`src/design/d4ia_pkg.sv`:
```
// ----------------------------------------------------------------------------
// d4ia_pkg: shared definitions for the D4 inverse accumulate averager
// Sizes of the image store, field widths, register indexes and the work
// descriptor that travels from the front end to the accumulate back end.
// ----------------------------------------------------------------------------
package d4ia_pkg;

  // Image and stream geometry
  localparam int MAX_DIM      = 512;
  localparam int MAX_CHANNELS = 4;
  localparam int NUM_PASSES   = 8;

  localparam int DIM_W     = $clog2(MAX_DIM);
  localparam int CFG_DIM_W = DIM_W + 1;
  localparam int CH_W      = $clog2(MAX_CHANNELS);
  localparam int CFG_CH_W  = CH_W + 1;
  localparam int PASS_W    = $clog2(NUM_PASSES);
  localparam int SAMPLE_W  = 8;
  localparam int SUM_W     = SAMPLE_W + PASS_W;

  // Store addressing: row, column, channel
  localparam int ADDR_W      = 2 * DIM_W + CH_W;
  localparam int STORE_DEPTH = 1 << ADDR_W;

  // Configuration port
  localparam int CFG_IDX_W  = 2;
  localparam int CFG_DATA_W = CFG_DIM_W;

  localparam logic [CFG_IDX_W-1:0] CFG_IMAGE_WIDTH   = 2'd0;
  localparam logic [CFG_IDX_W-1:0] CFG_IMAGE_HEIGHT  = 2'd1;
  localparam logic [CFG_IDX_W-1:0] CFG_CHANNEL_COUNT = 2'd2;

  // Symmetry operation bits of the pass index
  localparam int OP_MIRROR_X  = 0;
  localparam int OP_MIRROR_Y  = 1;
  localparam int OP_TRANSPOSE = 2;

  localparam logic [PASS_W-1:0] FIRST_PASS = '0;
  localparam logic [PASS_W-1:0] FINAL_PASS = PASS_W'(NUM_PASSES - 1);

  // Queue between front end and back end
  localparam int QUEUE_DEPTH = 4;
  localparam int QPTR_W      = $clog2(QUEUE_DEPTH);
  localparam int QCNT_W      = QPTR_W + 1;

  // One classified sample, ready to be accumulated
  typedef struct packed {
    logic [DIM_W-1:0]    x;
    logic [DIM_W-1:0]    y;
    logic [CH_W-1:0]     k;
    logic [SAMPLE_W-1:0] sample;
    logic                first_pass;
    logic                final_pass;
    logic                last;
  } work_t;

  // Queue fill status seen by both ends
  typedef struct packed {
    logic full;
    logic empty;
  } q_stat_t;

endpackage

```
`src/design/d4ia_queue.sv`:
```
// ----------------------------------------------------------------------------
// d4ia_queue: short work queue
// A small register FIFO that decouples sample intake from the accumulate
// pipeline, so that either side may stall on its own.
// ----------------------------------------------------------------------------
module d4ia_queue (
  input  logic               clk_i,
  input  logic               rst_ni,
  input  logic               push_i,
  input  d4ia_pkg::work_t    push_data_i,
  input  logic               pop_i,
  output d4ia_pkg::work_t    head_o,
  output d4ia_pkg::q_stat_t  stat_o
);
  import d4ia_pkg::*;

  work_t             slot_q [QUEUE_DEPTH];
  logic [QPTR_W-1:0] wr_ptr_q, rd_ptr_q;
  logic [QCNT_W-1:0] count_q;
  logic              do_push, do_pop;

  assign stat_o.full  = (count_q == QCNT_W'(QUEUE_DEPTH));
  assign stat_o.empty = (count_q == '0);
  assign do_push      = push_i && !stat_o.full;
  assign do_pop       = pop_i && !stat_o.empty;
  assign head_o       = slot_q[rd_ptr_q];

  // Storage slots
  always_ff @(posedge clk_i) begin
    if (do_push) begin
      slot_q[wr_ptr_q] <= push_data_i;
    end
  end

  // Pointers and fill count
  always_ff @(posedge clk_i or negedge rst_ni) begin
    if (!rst_ni) begin
      wr_ptr_q <= '0;
      rd_ptr_q <= '0;
      count_q  <= '0;
    end else begin
      if (do_push) wr_ptr_q <= wr_ptr_q + QPTR_W'(1);
      if (do_pop) rd_ptr_q <= rd_ptr_q + QPTR_W'(1);
      case ({do_push, do_pop})
        2'b10:   count_q <= count_q + QCNT_W'(1);
        2'b01:   count_q <= count_q - QCNT_W'(1);
        default: count_q <= count_q;
      endcase
    end
  end

endmodule

```
`config.mk`:
```
export PLATFORM = sky130hd
export DESIGN_NAME = d4ia_queue
export DESIGN_NICKNAME = d
export VERILOG_FILES = /design/src/design/d4ia_pkg.sv /design/src/design/d4ia_queue.sv
export SDC_FILE = /design/constraint.sdc
export NUM_CORES = 1
export LEC_CHECK = 0
export BUFFER_PORTS_ARGS = -buffer_cell sky130_fd_sc_hd__buf_2
export CORE_UTILIZATION = 35
export CTS_CLUSTER_SIZE = 20
export DETAILED_ROUTE_END_ITERATION = 10
export PLACE_DENSITY = 0.61
export RECOVER_POWER = 100
export SLEW_MARGIN = 20
export SYNTH_ARGS = -nofsm -noshare
export SYNTH_HDL_FRONTEND = slang
export SYNTH_SLANG_ARGS = --single-unit
export TNS_END_PERCENT = 30
```
`constraint.sdc`:
```
create_clock -name clk_i -period 3.45 [get_ports clk_i]
set_input_delay 0.1725 -clock clk_i [delete_from_list [all_inputs] [get_ports clk_i]]
set_output_delay 0.1725 -clock clk_i [all_outputs]
set_load 0.02 [all_outputs]
```
==> Word-level counts from Yosys, hierarchy flattened <==
Memory sizes are Yosys's and may differ from the RTL's.
Cells that the tools add are included.
{ "totals": {"word_cells": 20, "ramBits": 124, "ff_bits": 7, "out_inout_bits": 33, "input_bits": 35, "memories": 1} }
{ "classes": {"n_addsub": 4, "mux": 3, "n_reduce_logical": 6, "n_eq_ne": 3} }
{ "mem_list": {"columns": ["memory", "depth", "word_bits", "rd", "rd_clocked_by_memory_dff", "write_ports", "line", "rtl"], "rows": [
  ["slot_q", 4, 31, 1, 0, 1, "d4ia_queue.sv:17", "work_t slot_q [QUEUE_DEPTH];"]
]} }
{ "op_table": {"columns": ["cell", "n"], "rows": [
  ["case mux 3 bit (2 select lines)", 1],
  ["adder 2 x 1 -> 2 bit, second input constant", 2],
  ["adder 3 x 1 -> 3 bit, second input constant", 1],
  ["== test 3 bit, second input constant", 1],
  ["zero test 3 bit", 1],
  ["subtractor 3 x 1 -> 3 bit, second input constant", 1],
  ["== test 2 x 1 -> 1 bit, second input constant", 1],
  ["== test 2 bit, second input constant", 1],
  ["logical AND 1 bit", 2],
  ["zero test 1 bit", 2],
  ["2-to-1 mux 1 bit", 2],
  ["nonzero test 2 bit", 1]
]} }

==> Logic depth before layout (Yosys ltp) <==
{ "logic_depth": {"ltp_word": 5, "mapped_depth": 9, "mapped_depth_nobuf": 9} }

==> Least setup slack after synthesis <==
Ideal clock, no wire load.
{ "synth_timing": {"path_type": "register -> register", "from": "register count_q[0]", "to": "register count_q[2]", "synth_period_minus_slack_ns": 2.074, "arrival_ns": 1.995, "required_time_ns": 3.371, "setup_slack_ns": 1.376, "setup_time_ns": 0.079, "path_stages_with_launch": 10, "path_cell_list": "dfrtp_1 > nor3b_2 > nor2b_2 > inv_1 > ha_1 > inv_1 > fa_1 > xor2_1 > nor2_1 > xor2_1"} }
{ "synth_rtl": {"columns": ["element", "line", "rtl"], "rows": [
  ["from (decl)", "d4ia_queue.sv:19", "logic [QCNT_W-1:0] count_q;"],
  ["from (signal assigned)", "d4ia_queue.sv:45", "2'b10: count_q <= count_q + QCNT_W'(1);"],
  ["from (signal assigned)", "d4ia_queue.sv:46", "2'b01: count_q <= count_q - QCNT_W'(1);"],
  ["from (signal assigned)", "d4ia_queue.sv:47", "default: count_q <= count_q;"]
]} }

==> Worst setup path after layout <==
{ "layout_timing": {"from": "register count_q[2]", "to": "memory slot_q[0][18] (netlist bit) (enable)"} }
{ "layout_via": {"elab_chain_len": 5} }
{ "layout_lines": {"columns": ["element", "line", "rtl"], "rows": [
  ["== test 3 bit", "d4ia_queue.sv:22", "assign stat_o.full = (count_q == QCNT_W'(QUEUE_DEPTH));"],
  ["zero test 1 bit", "d4ia_queue.sv:24", "assign do_push = push_i && !stat_o.full;"],
  ["logical AND 1 bit", "d4ia_queue.sv:24", null],
  ["2-to-1 mux 1 bit", "d4ia_queue.sv:30", "if (do_push) begin"],
  ["2-to-1 mux 1 bit (not written as such)", "d4ia_queue.sv:31", "slot_q[wr_ptr_q] <= push_data_i;"],
  ["to (decl)", "d4ia_queue.sv:17", null]
]} }
No other way between the ends.

==> summary.md <==
OpenSTA, run right after detailed placement, puts the worst setup slack at 1.26 ns. The design draws 5.56 mW. Post-route clock period utilization: 82.8%. The slew at the pin with the worst max-slew slack is 1.76 ns. A synthesized cell averages 24.8 µm². The max-capacitance violation count was 3. Yosys printed 0 warnings. Among all stages on the critical path, the largest delay is contributed by and2_1. The die covers 0.0146 mm². For this block, the routed nets add up to 8.47 mm of wire. The most critical setup path has its startpoint at count_q[2].

Grouping stages by cell kind, the critical path spends the most delay in simple AND/OR/NAND/NOR gates. For the final database, setup skew stands at 0.00992 ns. The category of the critical setup timing path was reg2reg.

In this run the number of cells on the critical path is 3. The tools report the count of clock tree sinks as 131. The tools report the number of standard-cell rows in the floorplan as 43. The flow ran to the end, but the final reports show violations. Across all hold checks on the routed design, the worst slack comes to 0.174 ns.

In the final routed layout, each cell accounts on average for 16.8 µm. The post-route netlist has 20.7% of its cells at a drive strength greater than 1. The first global-routing pass estimated 13.4 mm of wire. The initial utilization of the core area, before any placement, comes to 35.7%.

The delay of the slowest cell on the worst path is 1.40 ns. In this run the worst hold path is classified as in2reg. The number of cells on the worst reg-to-reg path is 3.

68 I/O pins were placed. The logs give 2297 for the via count and 2446 for the via count of the first global-routing pass. In the layout the commonest cells are edfxtp_1, clkbuf_1, dlygate4sd3_1. In this run the standard cell core region covers 0.0138 mm².

The run gives 0.59 ns as the register-to-register path setup slack. Buffers inserted during clock tree synthesis total 17. The logs give 350 MHz for the peak clock frequency supported by timing and 440 for the number of cells after detailed placement. The via count normalized by instance count was 4.56; the total setup violations reported at the end of the flow was 0.

For this run, the detailed router's first-pass iteration total came to 6. The root buffer cell chosen for the clock tree is clkbuf_16. At the end of the flow the core is filled with cells to 45.2%. Launching element type of the critical path: a flop. The tightest slew margin relative to the limit is -17.3%.

The worst reg2reg path endpoint was slot_q[0][18]. The run gives 3.45 ns as the required time of the critical path. The final non-filler cell area is 0.00625 mm².

The maximum fanout along the worst path came out at 31. Counting I/O delays and the setup requirement, the final critical path takes 2.86 ns. Data on the critical path arrives at its endpoint at 2.86 ns. The largest net degree at the start of global routing was 33.

Port buffering added 67 buffers. Setup repair after global routing left no endpoint under its margin. The number of antenna violations at the first check in global routing came out at 0.

After the flow finishes, the layout carries non-filler instances totaling 504. The final net count is 352, and the last weighted congestion value of the routability-driven placer is 0.619. Traced cell by cell, the critical path runs through nor3b_1, nor2b_1, and2_1. The global-route congestion overflow total is 0, and the width of the chip is 121 µm. Counting along the longest clock path gives a buffer depth of 2. The critical path ends at slot_q[0][18]. The worst register-to-register path begins at count_q[2]. Sequential cells were found to cover 78.9% of the synthesized design area. The wire-length estimate of the detail-placed layout is 4.81 mm.

For this block, the initial DRC count from the detailed router was 167. The critical path endpoint category is a flop. The logs give 0 for the number of diodes and 240 for the number of nets produced by synthesis.

The final hold violation count is 0. The final max-slew violation count is 96, and the total negative slack for setup checks is 0 ns. The source-to-sink clock delay at the later pin of the worst-skew pair came out at 0.41 ns. TritonCTS built the clock tree. The most frequent standard cell in the layout excluding fill and tap cells was edfxtp_1. Cell area after synthesis: 0.00494 mm². Setup slack closes at 0.593 ns. The run gives 4 as the H-tree depth. Count of nets left with antenna violations after detail routing: 0. The number of unique standard cell types used by synthesis was 21; the buffers plus inverters on the worst setup path was 0. The logs give 0 for the remaining design rule violation count and 13.1% for the overall global routing resource usage.

Power spread over the standard cell area amounts to 890 mW/mm². The overall die height came out at 121 µm. After clock tree synthesis, the repair step resized 0 gates. Clock-pin slew was measured on the worst setup and hold paths at 0.05 ns. The number of instances in the synthesized netlist came out at 199. The placed instances occupy a cell area of 0.00543 mm². Synthesis inferred 131 register bits. The checks that failed: max-capacitance violations, max-slew violations. The area overhead of the layout relative to synthesis is 26.4%. In this run the static leakage power is 2.06 nW. VDD sags by at most 0.000501 V.
## cells by family (layout without fill, tap and decap cells)
group                    count (synthesis)  count (layout)  share of synthesized area, %
flip-flops                             131             131                          78.9
multiplexers                            33              33                          14.8
buffers and inverters                   13             138                          2.20
AND/OR/NAND/NOR                          9               9                          1.19
adder cells (fa/ha/maj)                  6               6                          1.67
XOR/XNOR                                 6               6                          1.06
AO/OA/AOI/OAI                            1               1                         0.177
## what timing repair did
item | in CTS | in global routing
buffers inserted | 0 | 0
hold endpoints to repair | 131 | 0
hold buffers | 32 | 0
## sequential cells by signal, indices dropped and copies added (netlist names)
| register | cells |
|---|---|
| count_q | 3 |
| slot_q | 124 |
| wr_ptr_q | 2 |
| rd_ptr_q | 2 |
## layout make-up
type | instances | area, µm²
clock buffers | 17 | 425
clock inverters | 15 | 165
well taps | 180 | 225
repair buffers | 100 | 581
multi-input cells | 55 | 927
flip-flops and latches | 131 | 3900
fillers | 1210 | 7580
inverters | 6 | 22.5
## cells in the mapped netlist
cell	count	share of area, %
dfrtp_1	7	3.5
xnor2_1	3	0.53
and2_1	4	0.51
inv_1	6	0.46
fa_1	1	0.41
mux2i_1	1	0.20
buf_12	3	1.2
mux4_1	3	1.6
buf_6	1	0.23
mux4_2	28	13
nor2b_2	1	0.18
nand2_1	1	0.076
buf_2	3	0.30
nor3b_2	1	0.25
edfxtp_1	124	75
o31a_1	1	0.18
ha_1	5	1.3
xor2_1	3	0.53
nor3_1	1	0.10
mux2_2	1	0.23
nor2_1	1	0.076
## worst min-delay path by stage
stage                       from          end  slack [ns]  cells past startpoint
after floorplan           rst_ni   count_q[0]       -0.12                      0
after global placement    rst_ni   count_q[2]        0.02                      1
after detailed placement  rst_ni   count_q[2]        0.02                      1
after CTS                 rst_ni   count_q[2]        0.11                      2
after global routing       pop_i  rd_ptr_q[1]        0.20                      4
final                      pop_i  rd_ptr_q[0]        0.17                      3
## tightest hold or removal path, delay by kind of cell
kind,cells,cell delay (ns)
buf+inv,1,0.08
compound gates,1,0.21
xor+xnor,1,0.09
## layer usage
metal  GRT usage (%)  routed length, µm  vias to the layer above  part of all wire [%]
met4            7.87                172                        0                   2.0
met3            3.87                307                       14                   3.6
met2            20.6               4100                       55                    48
met1            16.0               3890                     1170                    46
met5               0                  0                        -                     0
li1                -                  -                     1058                     -
## where the power goes
group          internal, mW  switching, mW
Combinational         0.594          0.826
Sequential             2.13          0.241
Clock                  1.13          0.646
Total                  3.85           1.71
Power figures use the tool's default switching activity.
