--- src/design/d4ia_pkg.sv ---
// ----------------------------------------------------------------------------
// d4ia_pkg: shared definitions for the D4 inverse accumulate averager
// Sizes of the image store, field widths, register indexes and the work
// descriptor that travels from the front end to the accumulate back end.
// ----------------------------------------------------------------------------
package d4ia_pkg;

  // Image and stream geometry
  localparam int MAX_DIM      = 512;
  localparam int MAX_CHANNELS = 4;
  localparam int NUM_PASSES   = 8;

  localparam int DIM_W     = $clog2(MAX_DIM);
  localparam int CFG_DIM_W = DIM_W + 1;
  localparam int CH_W      = $clog2(MAX_CHANNELS);
  localparam int CFG_CH_W  = CH_W + 1;
  localparam int PASS_W    = $clog2(NUM_PASSES);
  localparam int SAMPLE_W  = 8;
  localparam int SUM_W     = SAMPLE_W + PASS_W;

  // Store addressing: row, column, channel
  localparam int ADDR_W      = 2 * DIM_W + CH_W;
  localparam int STORE_DEPTH = 1 << ADDR_W;

  // Configuration port
  localparam int CFG_IDX_W  = 2;
  localparam int CFG_DATA_W = CFG_DIM_W;

  localparam logic [CFG_IDX_W-1:0] CFG_IMAGE_WIDTH   = 2'd0;
  localparam logic [CFG_IDX_W-1:0] CFG_IMAGE_HEIGHT  = 2'd1;
  localparam logic [CFG_IDX_W-1:0] CFG_CHANNEL_COUNT = 2'd2;

  // Symmetry operation bits of the pass index
  localparam int OP_MIRROR_X  = 0;
  localparam int OP_MIRROR_Y  = 1;
  localparam int OP_TRANSPOSE = 2;

  localparam logic [PASS_W-1:0] FIRST_PASS = '0;
  localparam logic [PASS_W-1:0] FINAL_PASS = PASS_W'(NUM_PASSES - 1);

  // Queue between front end and back end
  localparam int QUEUE_DEPTH = 4;
  localparam int QPTR_W      = $clog2(QUEUE_DEPTH);
  localparam int QCNT_W      = QPTR_W + 1;

  // One classified sample, ready to be accumulated
  typedef struct packed {
    logic [DIM_W-1:0]    x;
    logic [DIM_W-1:0]    y;
    logic [CH_W-1:0]     k;
    logic [SAMPLE_W-1:0] sample;
    logic                first_pass;
    logic                final_pass;
    logic                last;
  } work_t;

  // Queue fill status seen by both ends
  typedef struct packed {
    logic full;
    logic empty;
  } q_stat_t;

endpackage

--- src/design/d4ia_if.sv ---
// ----------------------------------------------------------------------------
// d4ia stream interfaces
// Valid/ready channels for incoming samples and outgoing averaged pixels.
// ----------------------------------------------------------------------------
interface d4ia_in_if;
  import d4ia_pkg::*;

  logic                valid;
  logic                ready;
  logic [SAMPLE_W-1:0] sample;

  modport source (output valid, output sample, input ready);
  modport sink   (input valid, input sample, output ready);
endinterface


--- src/design/d4ia_front.sv ---
// ----------------------------------------------------------------------------
// d4ia_front: sample intake and coordinate mapping
// Holds the configuration and the pass/raster counters, inverts the D4
// symmetry of the current pass and pushes one work descriptor per beat.
// ----------------------------------------------------------------------------
module d4ia_front (
  input  logic                          clk_i,
  input  logic                          rst_ni,
  input  logic                          cfg_we_i,
  input  logic [d4ia_pkg::CFG_IDX_W-1:0]  cfg_idx_i,
  input  logic [d4ia_pkg::CFG_DATA_W-1:0] cfg_wdata_i,
  d4ia_in_if.sink                       in_s,
  input  d4ia_pkg::q_stat_t             q_stat_i,
  output logic                          push_o,
  output d4ia_pkg::work_t               push_data_o
);
  import d4ia_pkg::*;

  // Clamp a dimension register to 1..MAX_DIM
  function automatic logic [CFG_DIM_W-1:0] clamp_dim(input logic [CFG_DIM_W-1:0] v);
    logic [CFG_DIM_W-1:0] r;
    r = v;
    if (v == '0) r = CFG_DIM_W'(1);
    else if (v > CFG_DIM_W'(MAX_DIM)) r = CFG_DIM_W'(MAX_DIM);
    return r;
  endfunction

  // Clamp a channel count to 1..MAX_CHANNELS
  function automatic logic [CFG_CH_W-1:0] clamp_ch(input logic [CFG_CH_W-1:0] v);
    logic [CFG_CH_W-1:0] r;
    r = v;
    if (v == '0) r = CFG_CH_W'(1);
    else if (v > CFG_CH_W'(MAX_CHANNELS)) r = CFG_CH_W'(MAX_CHANNELS);
    return r;
  endfunction

  logic [CFG_DIM_W-1:0] width_q, height_q;
  logic [CFG_CH_W-1:0]  chans_q;
  logic [PASS_W-1:0]    pass_q, pass_d;
  logic [DIM_W-1:0]     col_q, col_d, row_q, row_d;
  logic [CH_W-1:0]      chan_q, chan_d;

  logic                 cfg_hit;
  logic                 accept;
  logic                 tr;
  logic [CFG_DIM_W-1:0] tw, th;
  logic [DIM_W-1:0]     w_m1, h_m1;
  logic [DIM_W-1:0]     mx, my, x, y;
  logic [CH_W-1:0]      k;
  logic                 last_chan, last_col, last_row;

  assign cfg_hit = cfg_we_i && ((cfg_idx_i == CFG_IMAGE_WIDTH) ||
                                (cfg_idx_i == CFG_IMAGE_HEIGHT) ||
                                (cfg_idx_i == CFG_CHANNEL_COUNT));

  // Configuration registers, stored already clamped
  always_ff @(posedge clk_i or negedge rst_ni) begin
    if (!rst_ni) begin
      width_q  <= CFG_DIM_W'(MAX_DIM);
      height_q <= CFG_DIM_W'(MAX_DIM);
      chans_q  <= CFG_CH_W'(3);
    end else if (cfg_we_i) begin
      case (cfg_idx_i)
        CFG_IMAGE_WIDTH:   width_q  <= clamp_dim(cfg_wdata_i);
        CFG_IMAGE_HEIGHT:  height_q <= clamp_dim(cfg_wdata_i);
        CFG_CHANNEL_COUNT: chans_q  <= clamp_ch(cfg_wdata_i[CFG_CH_W-1:0]);
        default: ;
      endcase
    end
  end

  // Handshake: a beat goes straight into the queue
  assign in_s.ready = !q_stat_i.full;
  assign accept     = in_s.valid && in_s.ready;

  // Inverse D4 mapping of the current raster position
  always_comb begin
    tr   = pass_q[OP_TRANSPOSE];
    tw   = tr ? height_q : width_q;
    th   = tr ? width_q : height_q;
    w_m1 = DIM_W'(width_q - CFG_DIM_W'(1));
    h_m1 = DIM_W'(height_q - CFG_DIM_W'(1));
    mx   = tr ? row_q : col_q;
    my   = tr ? col_q : row_q;
    if ({1'b0, mx} >= width_q) mx = w_m1;
    if ({1'b0, my} >= height_q) my = h_m1;
    x = pass_q[OP_MIRROR_X] ? DIM_W'(w_m1 - mx) : mx;
    y = pass_q[OP_MIRROR_Y] ? DIM_W'(h_m1 - my) : my;
    k = chan_q;
    if ({1'b0, chan_q} >= chans_q) k = CH_W'(chans_q - CFG_CH_W'(1));

    last_chan = ({1'b0, chan_q} + CFG_CH_W'(1)) >= chans_q;
    last_col  = ({1'b0, col_q} + CFG_DIM_W'(1)) >= tw;
    last_row  = ({1'b0, row_q} + CFG_DIM_W'(1)) >= th;
  end

  // Raster and pass counters
  always_comb begin
    pass_d = pass_q;
    col_d  = col_q;
    row_d  = row_q;
    chan_d = chan_q;
    if (cfg_hit) begin
      pass_d = '0;
      col_d  = '0;
      row_d  = '0;
      chan_d = '0;
    end else if (accept) begin
      if (last_chan) begin
        chan_d = '0;
        if (last_col) begin
          col_d = '0;
          if (last_row) begin
            row_d  = '0;
            pass_d = pass_q + PASS_W'(1);
          end else begin
            row_d = row_q + DIM_W'(1);
          end
        end else begin
          col_d = col_q + DIM_W'(1);
        end
      end else begin
        chan_d = chan_q + CH_W'(1);
      end
    end
  end

  always_ff @(posedge clk_i or negedge rst_ni) begin
    if (!rst_ni) begin
      pass_q <= '0;
      col_q  <= '0;
      row_q  <= '0;
      chan_q <= '0;
    end else begin
      pass_q <= pass_d;
      col_q  <= col_d;
      row_q  <= row_d;
      chan_q <= chan_d;
    end
  end

  // Work descriptor for the back end
  assign push_o                 = accept;
  assign push_data_o.x          = x;
  assign push_data_o.y          = y;
  assign push_data_o.k          = k;
  assign push_data_o.sample     = in_s.sample;
  assign push_data_o.first_pass = (pass_q == FIRST_PASS);
  assign push_data_o.final_pass = (pass_q == FINAL_PASS);
  assign push_data_o.last       = last_chan && last_col && last_row;

endmodule

--- src/flat_wrapper.sv ---
// flat-port wrapper written by rule: the top's interface ports become plain ports
module d4ia_front_flat import d4ia_pkg::*;
  (clk_i, rst_ni, cfg_we_i, cfg_idx_i, cfg_wdata_i, q_stat_i, push_o, push_data_o, in_s_valid, in_s_sample, in_s_ready);
  d4ia_in_if in_s_i ();
  input  logic clk_i;
  input  logic rst_ni;
  input  logic cfg_we_i;
  input  logic [d4ia_pkg::CFG_IDX_W-1:0] cfg_idx_i;
  input  logic [d4ia_pkg::CFG_DATA_W-1:0] cfg_wdata_i;
  input  d4ia_pkg::q_stat_t q_stat_i;
  output logic push_o;
  output d4ia_pkg::work_t push_data_o;
  input wire logic [$bits(in_s_i.valid)-1:0] in_s_valid;
  input wire logic [$bits(in_s_i.sample)-1:0] in_s_sample;
  output wire logic [$bits(in_s_i.ready)-1:0] in_s_ready;
  assign in_s_i.valid = in_s_valid;
  assign in_s_i.sample = in_s_sample;
  assign in_s_ready = in_s_i.ready;
  d4ia_front u_core (.clk_i(clk_i), .rst_ni(rst_ni), .cfg_we_i(cfg_we_i), .cfg_idx_i(cfg_idx_i), .cfg_wdata_i(cfg_wdata_i), .in_s(in_s_i), .q_stat_i(q_stat_i), .push_o(push_o), .push_data_o(push_data_o));
endmodule
--- config.mk ---
export PLATFORM = sky130hd
export DESIGN_NAME = d4ia_front_flat
export DESIGN_NICKNAME = d
export VERILOG_FILES = /design/src/design/d4ia_pkg.sv /design/src/design/d4ia_if.sv /design/src/design/d4ia_front.sv /design/src/flat_wrapper.sv
export SDC_FILE = /design/constraint.sdc
export NUM_CORES = 1
export LEC_CHECK = 0
export ABC_AREA = 1
export BUFFER_PORTS_ARGS = -buffer_cell sky130_fd_sc_hd__clkbuf_2
export CAP_MARGIN = 10
export CORE_ASPECT_RATIO = 0.7
export CORE_MARGIN = 8
export CORE_UTILIZATION = 30
export CTS_CLUSTER_DIAMETER = 150
export DETAILED_ROUTE_END_ITERATION = 10
export HOLD_SLACK_MARGIN = 0.05
export PLACE_DENSITY_LB_ADDON = 0.3
export SETUP_SLACK_MARGIN = 0.5
export SLEW_MARGIN = 0
export SYNTH_ARGS = -nofsm -noshare
export SYNTH_HDL_FRONTEND = slang
export SYNTH_SLANG_ARGS = --single-unit
--- constraint.sdc ---
create_clock -name clk_i -period 3.4 [get_ports clk_i]
set_input_delay 0.17 -clock clk_i [delete_from_list [all_inputs] [get_ports clk_i]]
set_output_delay 0.17 -clock clk_i [all_outputs]
set_load 0.005 [all_outputs]
# After elaboration in Yosys (flattened, before gate mapping)

Cells that the tools add are included.

Magnitude comparators: 8
Mux-type cells: 30
Reductions and logical operators: 21
Add/sub/neg operators: 12
Eq/ne operators: 3

Operators with widths:

| cell                                                                | count |
|---|---|
| 9-bit two-way mux                                                   | 15 |
| 10-bit two-way mux                                                  | 4 |
| 3-bit two-way mux                                                   | 7 |
| 9-bit by 1-bit adder with 10-bit output (second input constant)     | 2 |
| 10-bit >= comparator                                                | 2 |
| 9-bit by 10-bit >= comparator with 1-bit output                     | 2 |
| 9-bit by 1-bit adder with 9-bit output (second input constant)      | 2 |
| 9-bit by 1-bit subtractor with 9-bit output (second input constant) | 2 |
| 9-bit subtractor                                                    | 2 |
| 10-bit greater-than comparator (second input constant)              | 1 |
| 10-bit zero test                                                    | 1 |
| 2-bit two-way mux                                                   | 4 |
| 2-bit AND reduction                                                 | 4 |
| 2-bit nonzero test                                                  | 4 |
| 3-bit zero test                                                     | 2 |
| 1-bit logical AND                                                   | 4 |
| 4-bit AND reduction                                                 | 1 |
| 2-bit by 1-bit adder with 3-bit output (second input constant)      | 1 |
| 3-bit by 1-bit adder with 3-bit output (second input constant)      | 1 |
| 3-bit == test (second input constant)                               | 1 |
| 2-bit by 3-bit >= comparator with 1-bit output                      | 1 |
| 3-bit >= comparator                                                 | 1 |
| 3-bit greater-than comparator (second input constant)               | 1 |
| 3-bit AND reduction                                                 | 1 |
| 7 further kinds                                                     | 8 |

Register bits after elaboration: 46
Input port bits: 26
Output and inout bits: 33
Word-level logic and storage cells: 81

# Logic depth before layout (Yosys ltp)

Gate-level depths: netlist of the first run.

Word-level depth: 7
Gate-level depth with buffers: 26
Gate-level depth less buffers: 25

# Worst setup path before layout of the first run

OpenSTA, ideal clock, no wires.

Kind: reg-to-output
From: register u_core.pass_q[2]
To: output port push_data_o[21] (netlist bit)
Arrival time: 3.251 ns
Path buffers: 4
Cell stages (with the launch flop): 27
Setup slack: -0.021 ns
Cells stage by stage: dfrtp_1 > buf_4 > buf_4 > buf_2 > nand2_1 > o21ai_0 > ha_1 > nand2_1 > inv_1 > nand2_1 > nand2_1 > nand2_1 > nand3_4 > buf_2 > nand2_1 > o21ai_0 > ha_1 > fa_1 > nor2_1 > nand2_1 > nand2_2 > nand2_1 > nand2_1 > nand2_1 > nand2_1 > nand2_1 > nand2_1

RTL lines:

| element                | line               | text |
|---|---|---|
| start, declared        | d4ia_front.sv:39   | `logic [PASS_W-1:0] pass_q, pass_d;` |
| start signal, assigned | d4ia_front.sv:135  | `pass_q <= pass_d;` |
| end, declared          | flat_wrapper.sv:12 | `output d4ia_pkg::work_t push_data_o;` |

==> impl_metrics.env, run 1 <==
export IMPL_status="complete, but fails checks"
export IMPL_violations="setup timing"
export IMPL_syn_inst=815
export IMPL_htreeDepth=2
export IMPL_grt_total_usage=0.153
export IMPL_yosysSeqAreaShare=0.213
export IMPL_dp_hpwl_um=13900
export IMPL_die_w_um=177
export IMPL_power_frac_seq=0.105
export IMPL_min_period_ns=3.70
export IMPL_num_vias=5776
export IMPL_synth_area_leaders="dfrtp_1, ha_1, nand2_1"
export IMPL_cts_buffers=5
export IMPL_synth_top_family_by_area="simple AND/OR/NAND/NOR gates"
export IMPL_layout_setup_ws_ns=-0.301
export IMPL_numClockSinks=46
export IMPL_endpoint_kind="output port"
export IMPL_rsz0062_at_grt="yes"
export IMPL_avgSynthCellArea_sq_um=6.66
export IMPL_p_int_mw=4.16
export IMPL_ctsLongestPathBuffers=2
export IMPL_ys_ff_latch=46
export IMPL_required_ns=3.23
export IMPL_drt_initial_drc_count=392
export IMPL_grt_max_degree=31
export IMPL_placed_area_sq_um=6370
export IMPL_gp_congestion=0.942
export IMPL_netlist_area_leader_share=0.194
export IMPL_ys_warn_count=0
export IMPL_swShare=0.494
export IMPL_syn_to_final_growth_pct=46.3
export IMPL_arrival_ns=3.53
export IMPL_p_comb_frac=0.824
export IMPL_report_final_slew_viol_count=0
export IMPL_cp_start_kind="register"
export IMPL_critPathKind="register to output port"
export IMPL_cts_root_buf="clkbuf_16"
export IMPL_finalHoldViolCount=0
export IMPL_r2r_slack_ns=0.27
export IMPL_num_rows=41
export IMPL_worstPathMaxFanout=6
export IMPL_p_per_area_nw_per_um2=1040
export IMPL_syn_nets=904
export IMPL_p_sw_mw=4.06
export IMPL_grt_overflow_total=0
export IMPL_synth_xor_area_share=0.0495
export IMPL_irDropWorstVdd_uv=572
export IMPL_slew_headroom=0.599
export IMPL_remaining_drc_errors=0
export IMPL_synthSimpleGateAreaFrac=0.286
export IMPL_grt_pass1_vias=5319
export IMPL_drv_cap=0
export IMPL_avgRoutedWirePerCell_um=15.7
export IMPL_drt_vias_per_instance=4.89
export IMPL_insertion_delay_ns=0.30
export IMPL_diodes=0
export IMPL_p_leak_nw=3.88
export IMPL_synth_cell_types=48
export IMPL_final_setup_viol_count=14
export IMPL_antenna_found_initial=0
export IMPL_final_nets=1033
export IMPL_hold_path_class="primary input to register"
export IMPL_min_period_over_period=1.09
export IMPL_portBuffers=41
export IMPL_cts_tree="yes"
export IMPL_p_clk_frac=0.071
export IMPL_tightest_slew_ns=0.602
export IMPL_synth_largest_area_cell="dfrtp_1"
export IMPL_fmax_mhz=270
export IMPL_drt_antenna_violating_nets=0
export IMPL_grt_first_pass_wirelength_um=27800
export IMPL_die_area_sq_um=22700
export IMPL_die_h_um=129
export IMPL_syn_area_sq_um=5430
export IMPL_dr_pass1_iters=5
export IMPL_wirelength_um=18600
export IMPL_cts_reportedPaths_clkPinSlew_ns=0.07
export IMPL_ios=59
export IMPL_core_sq_um=17900
export IMPL_synth_compound_area_frac=0.168
export IMPL_final_cell_area_sq_um=7940
export IMPL_initial_utilization=0.304
export IMPL_hold_slack_ns=0.102
export IMPL_fin_skew_ns=0.00740
export IMPL_muxShareOfSynthArea=0
export IMPL_drive_gt1_frac=0.388
export IMPL_yosys_area_share_adder=0.148
power groups by stage:
stage	combinational (mW)	sequential, mW	clock [mW]
2_1_floorplan	3.39	0.774	0
3_3_place_gp	5.09	0.832	0
3_5_place_dp	5.15	0.833	0
4_1_cts	5.44	0.828	0.584
5_1_grt	7.58	0.883	0.610
6_report	6.78	0.865	0.581
cells in the mapped netlist, drive strengths merged:
master	count
a31oi	2
ha	61
nand4	12
inv	151
xnor2	3
nand3	62
a211oi	1
buf	20
nor4	2
a21boi	3
o21ai	113
o22ai	7
a21o	1
dfrtp	42
nand2	189
a22oi	1
and2	2
fa	2
a21oi	28
nand3b	5
o211ai	7
o21a	2
nor3	13
xor2	26
dfstp	4
nor2	44
or2	4
clkbuf	8
layout make-up:
| class | count | area, sq um |
|---|---|---|
| clock inverter | 3 | 40.0 |
| clock buffer | 5 | 125 |
| multi-input combinational | 591 | 4480 |
| inverter | 151 | 574 |
| fill | 1792 | 9910 |
| timing repair inverter | 1 | 6.26 |
| timing repair buffer | 148 | 1260 |
| tap | 236 | 295 |
| sequential | 46 | 1160 |
worst paths after layout:
path                                          startpoint                        endpoint  cells after the start
setup / recovery            u_core.pass_q[2]$_DFFE_PN0P_                 push_data_o[28]                     24
hold / removal                            cfg_wdata_i[1]   u_core.chans_q[1]$_DFFE_PN1P_                      3
setup reg to reg             u_core.row_q[0]$_DFFE_PN0P_    u_core.pass_q[1]$_DFFE_PN0P_                     18
hold reg to reg            u_core.chans_q[0]$_DFFE_PN1P_   u_core.chans_q[0]$_DFFE_PN1P_                      2
max in group asynchronous                         rst_ni   u_core.width_q[9]$_DFFE_PN1P_                      3
min in group asynchronous                         rst_ni  u_core.height_q[7]$_DFFE_PN0P_                      2
flip-flops by register name, summed over array words and instances, names as in the netlist:
name             flops
u_core.chan_q        2
u_core.chans_q       3
u_core.height_q     10
u_core.width_q      10
u_core.col_q         9
u_core.pass_q        3
u_core.row_q         9
cell families after synthesis:
group | count (synthesis)
buf+inv | 179
simple gates | 333
compound gates | 165
fa+ha+maj | 63
xor+xnor | 29
flops | 46
per-stage QoR:
step	std cells	worst slack [ns]	util	setup TNS, ns	power [mW]
2_1_floorplan	815	0.209	-	0	4.17
6_report	1181	-0.301	0.445	-2.44	8.23
3_5_place_dp	1131	-0.0256	0.357	-0.0430	5.98
3_3_place_gp	1131	-0.00820	0.357	-0.00820	5.92
4_1_cts	1146	-0.257	0.378	-2.03	6.85
5_1_grt	1181	-0.508	0.445	-5.32	9.07
layout by cell type (no fill, tap or decap), types with 4 or more instances in the layout:
| cell type | instances |
|---|---|
| inv_2 | 26 |
| nor2_2 | 5 |
| nand4_1 | 11 |
| clkbuf_2 | 31 |
| o21ai_2 | 26 |
| o21ai_0 | 38 |
| o21ai_4 | 16 |
| xor2_2 | 4 |
| nand3_2 | 23 |
| nand3_4 | 5 |
| buf_4 | 84 |
| buf_8 | 6 |
| o22ai_1 | 7 |
| nor2_1 | 30 |
| nand2_4 | 7 |
| dfstp_2 | 4 |
| nand2_1 | 152 |
| nand3_1 | 35 |
| ha_4 | 21 |
| nand2_2 | 30 |
| xor2_1 | 22 |
| o21ai_1 | 33 |
| dfrtp_1 | 39 |
| clkbuf_16 | 12 |
| inv_1 | 123 |
| ha_1 | 38 |
| nand3b_1 | 5 |
| nor3_2 | 4 |
| buf_2 | 10 |
| a21oi_1 | 20 |
| a21oi_2 | 7 |
| o211ai_1 | 7 |
| nor2_4 | 8 |
| buf_12 | 6 |
| nor3_1 | 8 |
critical path: stages (launching register included):
cell and delay [ns]:
dfrtp_2 0.48, clkbuf_16 0.20, buf_12 0.13, o21ai_4 0.15
inv_2 0.07, ha_4 0.22, nand2_2 0.06, inv_2 0.03
o21ai_2 0.13, a21oi_2 0.11, nor2_8 0.17, clkinv_4 0.10
nand2_4 0.07, o21ai_4 0.07, ha_4 0.17, fa_2 0.35
inv_2 0.07, nand3_2 0.07, nand2_2 0.08, nand3b_1 0.10
nand2_1 0.09, nand2_1 0.05, nand3_1 0.06, nand2_1 0.06
clkbuf_2 0.10
repair_timing:
action | 4_1_cts | 5_1_grt
gates resized for setup | 43 | 201
cloned | 1 | 8
setup buffers | 5 | 27
endpoints found under the hold margin | 15 | 0
pin swaps | 9 | 62
endpoints found under the setup margin | 32 | 40
hold buffers | 1 | 0
layer usage:
metal,track usage,vias up,wire length [um]
met5,0,-,0
met4,0.0192,0,145
met3,0.0278,16,1470
met2,0.212,197,7420
met1,0.242,2638,9560
li1,-,2925,-
No activity file was read; power rests on OpenSTA's default activity.
==> inputs of run 2 (changes only) <==
--- a/config.mk
+++ b/config.mk
@@ -9,7 +9,6 @@
 export BUFFER_PORTS_ARGS = -buffer_cell sky130_fd_sc_hd__clkbuf_2
 export CAP_MARGIN = 10
 export CORE_ASPECT_RATIO = 0.7
-export CORE_MARGIN = 8
 export CORE_UTILIZATION = 30
 export CTS_CLUSTER_DIAMETER = 150
 export DETAILED_ROUTE_END_ITERATION = 10
==> run 2 against run 1 <==
The flow still finishes with violations (setup timing); sequential share of layout area is 0.42 points higher; sequential cell count stayed put; critical path depth is 2 higher; via count hardly changed; sequential power is 1% lower; die area is 18% lower; register-to-register slack hardly changed; critical path type unchanged; largest power group unchanged.
==> impl_metrics.env, run 2 (synthesis gave the netlist of run 1 again) <==
export IMPL_status="complete, but fails checks"
export IMPL_violations="setup timing"
export IMPL_required_ns=3.23
export IMPL_grt_busiest_layer="met1"
export IMPL_drv_cap=0
export IMPL_ctsLongestPathBuffers=2
export IMPL_slowest_stage="dfrtp_2"
export IMPL_diodes=0
export IMPL_grtUsageMet3=0.0340
export IMPL_endpoint_kind="output port"
export IMPL_min_period_ns=3.74
export IMPL_num_vias=5775
export IMPL_die_h_um=115
export IMPL_remaining_drc_errors=0
export IMPL_grt_max_degree=28
export IMPL_insertion_delay_ns=0.30
export IMPL_drt_vias_per_instance=4.88
export IMPL_fmax_mhz=268
export IMPL_pre_cts_ws_ns=-0.0108
export IMPL_final_nets=1040
export IMPL_syn_to_final_growth_pct=42.2
export IMPL_worstPathMaxFanout=8
export IMPL_grt_first_pass_wirelength_um=27700
export IMPL_critPathKind="register to output port"
export IMPL_wirelength_um=18100
export IMPL_cts_reportedPaths_clkPinSlew_ns=0.07
export IMPL_use_met1=0.299
export IMPL_grt_pass1_vias=5387
export IMPL_finalHoldViolCount=0
export IMPL_tightest_slew_ns=0.664
export IMPL_cts_root_buf="clkbuf_16"
export IMPL_irDropWorstVdd_uv=502
export IMPL_arrival_ns=3.57
export IMPL_num_rows=40
export IMPL_fin_skew_ns=0.00757
export IMPL_cp_start_kind="register"
export IMPL_drive_gt1_frac=0.364
export IMPL_avgRoutedWirePerCell_um=15.3
export IMPL_die_area_sq_um=18700
export IMPL_final_common_cell="nand2_1"
export IMPL_ios=59
export IMPL_die_w_um=163
export IMPL_layout_setup_ws_ns=-0.338
export IMPL_report_final_slew_viol_count=0
export IMPL_slowest_delay_ns=0.46
export IMPL_numClockSinks=46
export IMPL_cts_tree="yes"
export IMPL_grt_total_usage=0.192
export IMPL_final_cell_area_sq_um=7720
export IMPL_initial_utilization=0.312
export IMPL_rsz0062_at_grt="yes"
export IMPL_htreeDepth=2
export IMPL_final_setup_viol_count=15
export IMPL_cpMostUsedCell="nand2_1"
export IMPL_drt_antenna_violating_nets=0
export IMPL_placed_area_sq_um=6340
export IMPL_core_sq_um=17400
export IMPL_top_regs="u_core.height_q x10, u_core.width_q x10"
export IMPL_antenna_found_initial=0
export IMPL_slew_headroom=0.557
export IMPL_dp_hpwl_um=13400
export IMPL_drt_initial_drc_count=522
export IMPL_hold_path_class="primary input to register"
export IMPL_p_leak_nw=3.84
export IMPL_met2_usage=0.270
export IMPL_total_power_mw=7.90
export IMPL_dr_pass1_iters=5
export IMPL_nFillCells=1766
export IMPL_portBuffers=41
export IMPL_grt_overflow_total=0
export IMPL_p_per_area_nw_per_um2=1020
export IMPL_gp_congestion=0.962
export IMPL_min_period_over_period=1.10
export IMPL_fin_util=0.443
export IMPL_cts_buffers=5
export IMPL_final_cell_mix="nand2_1, inv_1, buf_4"
## run 2: per-stage QoR
step	instances	TNS [ns]	hold WS [ns]
6_report	1183	-2.62	0.106
3_3_place_gp	1125	0	0.186
5_1_grt	1183	-5.44	0.146
3_5_place_dp	1125	-0.0147	0.176
2_1_floorplan	815	0	-0.126
4_1_cts	1163	-2.20	0.0968
## run 2: final timing paths
path / startpoint / to / slack, ns / depth (start not counted)
worst max-delay path: u_core.pass_q[2]$_DFFE_PN0P_ / push_data_o[29] / -0.34 / 26
worst min-delay path: cfg_wdata_i[1] / u_core.chans_q[1]$_DFFE_PN1P_ / 0.11 / 3
worst max register to register: u_core.row_q[0]$_DFFE_PN0P_ / u_core.pass_q[1]$_DFFE_PN0P_ / 0.27 / 19
worst min register to register: u_core.width_q[9]$_DFFE_PN1P_ / u_core.width_q[9]$_DFFE_PN1P_ / 0.56 / 2
max in group asynchronous: rst_ni / u_core.pass_q[2]$_DFFE_PN0P_ / 2.22 / 3
min in group asynchronous: rst_ni / u_core.width_q[6]$_DFFE_PN0P_ / 0.39 / 2
## run 2: where the power goes
group	leakage, nW	total (mW)	internal, mW	switching [mW]
logic	3.18	6.55	3.03	3.52
clock network	0.0706	0.488	0.271	0.218
registers	0.591	0.855	0.674	0.181
total	3.84	7.90	3.97	3.92
## run 2: critical path, delay by kind of cell (launching register included)
family | cells | cell delay [ns]
fa+ha+maj | 2 | 0.44
simple gates | 11 | 0.84
flops | 1 | 0.46
buf+inv | 10 | 1.01
compound gates | 3 | 0.52
## run 2: cell type report
type / count / area, sq um / area share
multi-input combinational: 590 / 4290 / 0.555
timing repair buffer: 156 / 1260 / 0.164
sequential: 46 / 1160 / 0.150
inverter: 151 / 577 / 0.0747
tap: 231 / 289 / 0.0374
clock buffer: 6 / 129 / 0.0167
clock inverter: 2 / 10.0 / 0.00130
timing repair inverter: 1 / 6.26 / 0.000810
## run 2: what timing repair did
action	4_1_cts	5_1_grt
setup endpoints to repair	31	40
hold buffers	1	0
cloned	3	2
pin swaps	38	39
buffers inserted	26	18
gates resized for setup	80	118
endpoints found under the hold margin	15	0
## run 2: per-layer routing
| layer | part of all wire | up-vias |
|---|---|---|
| met5 | 0 | - |
| met3 | 0.070 | 18 |
| li1 | - | 2901 |
| met1 | 0.52 | 2676 |
| met2 | 0.40 | 180 |
| met4 | 0.0082 | 0 |
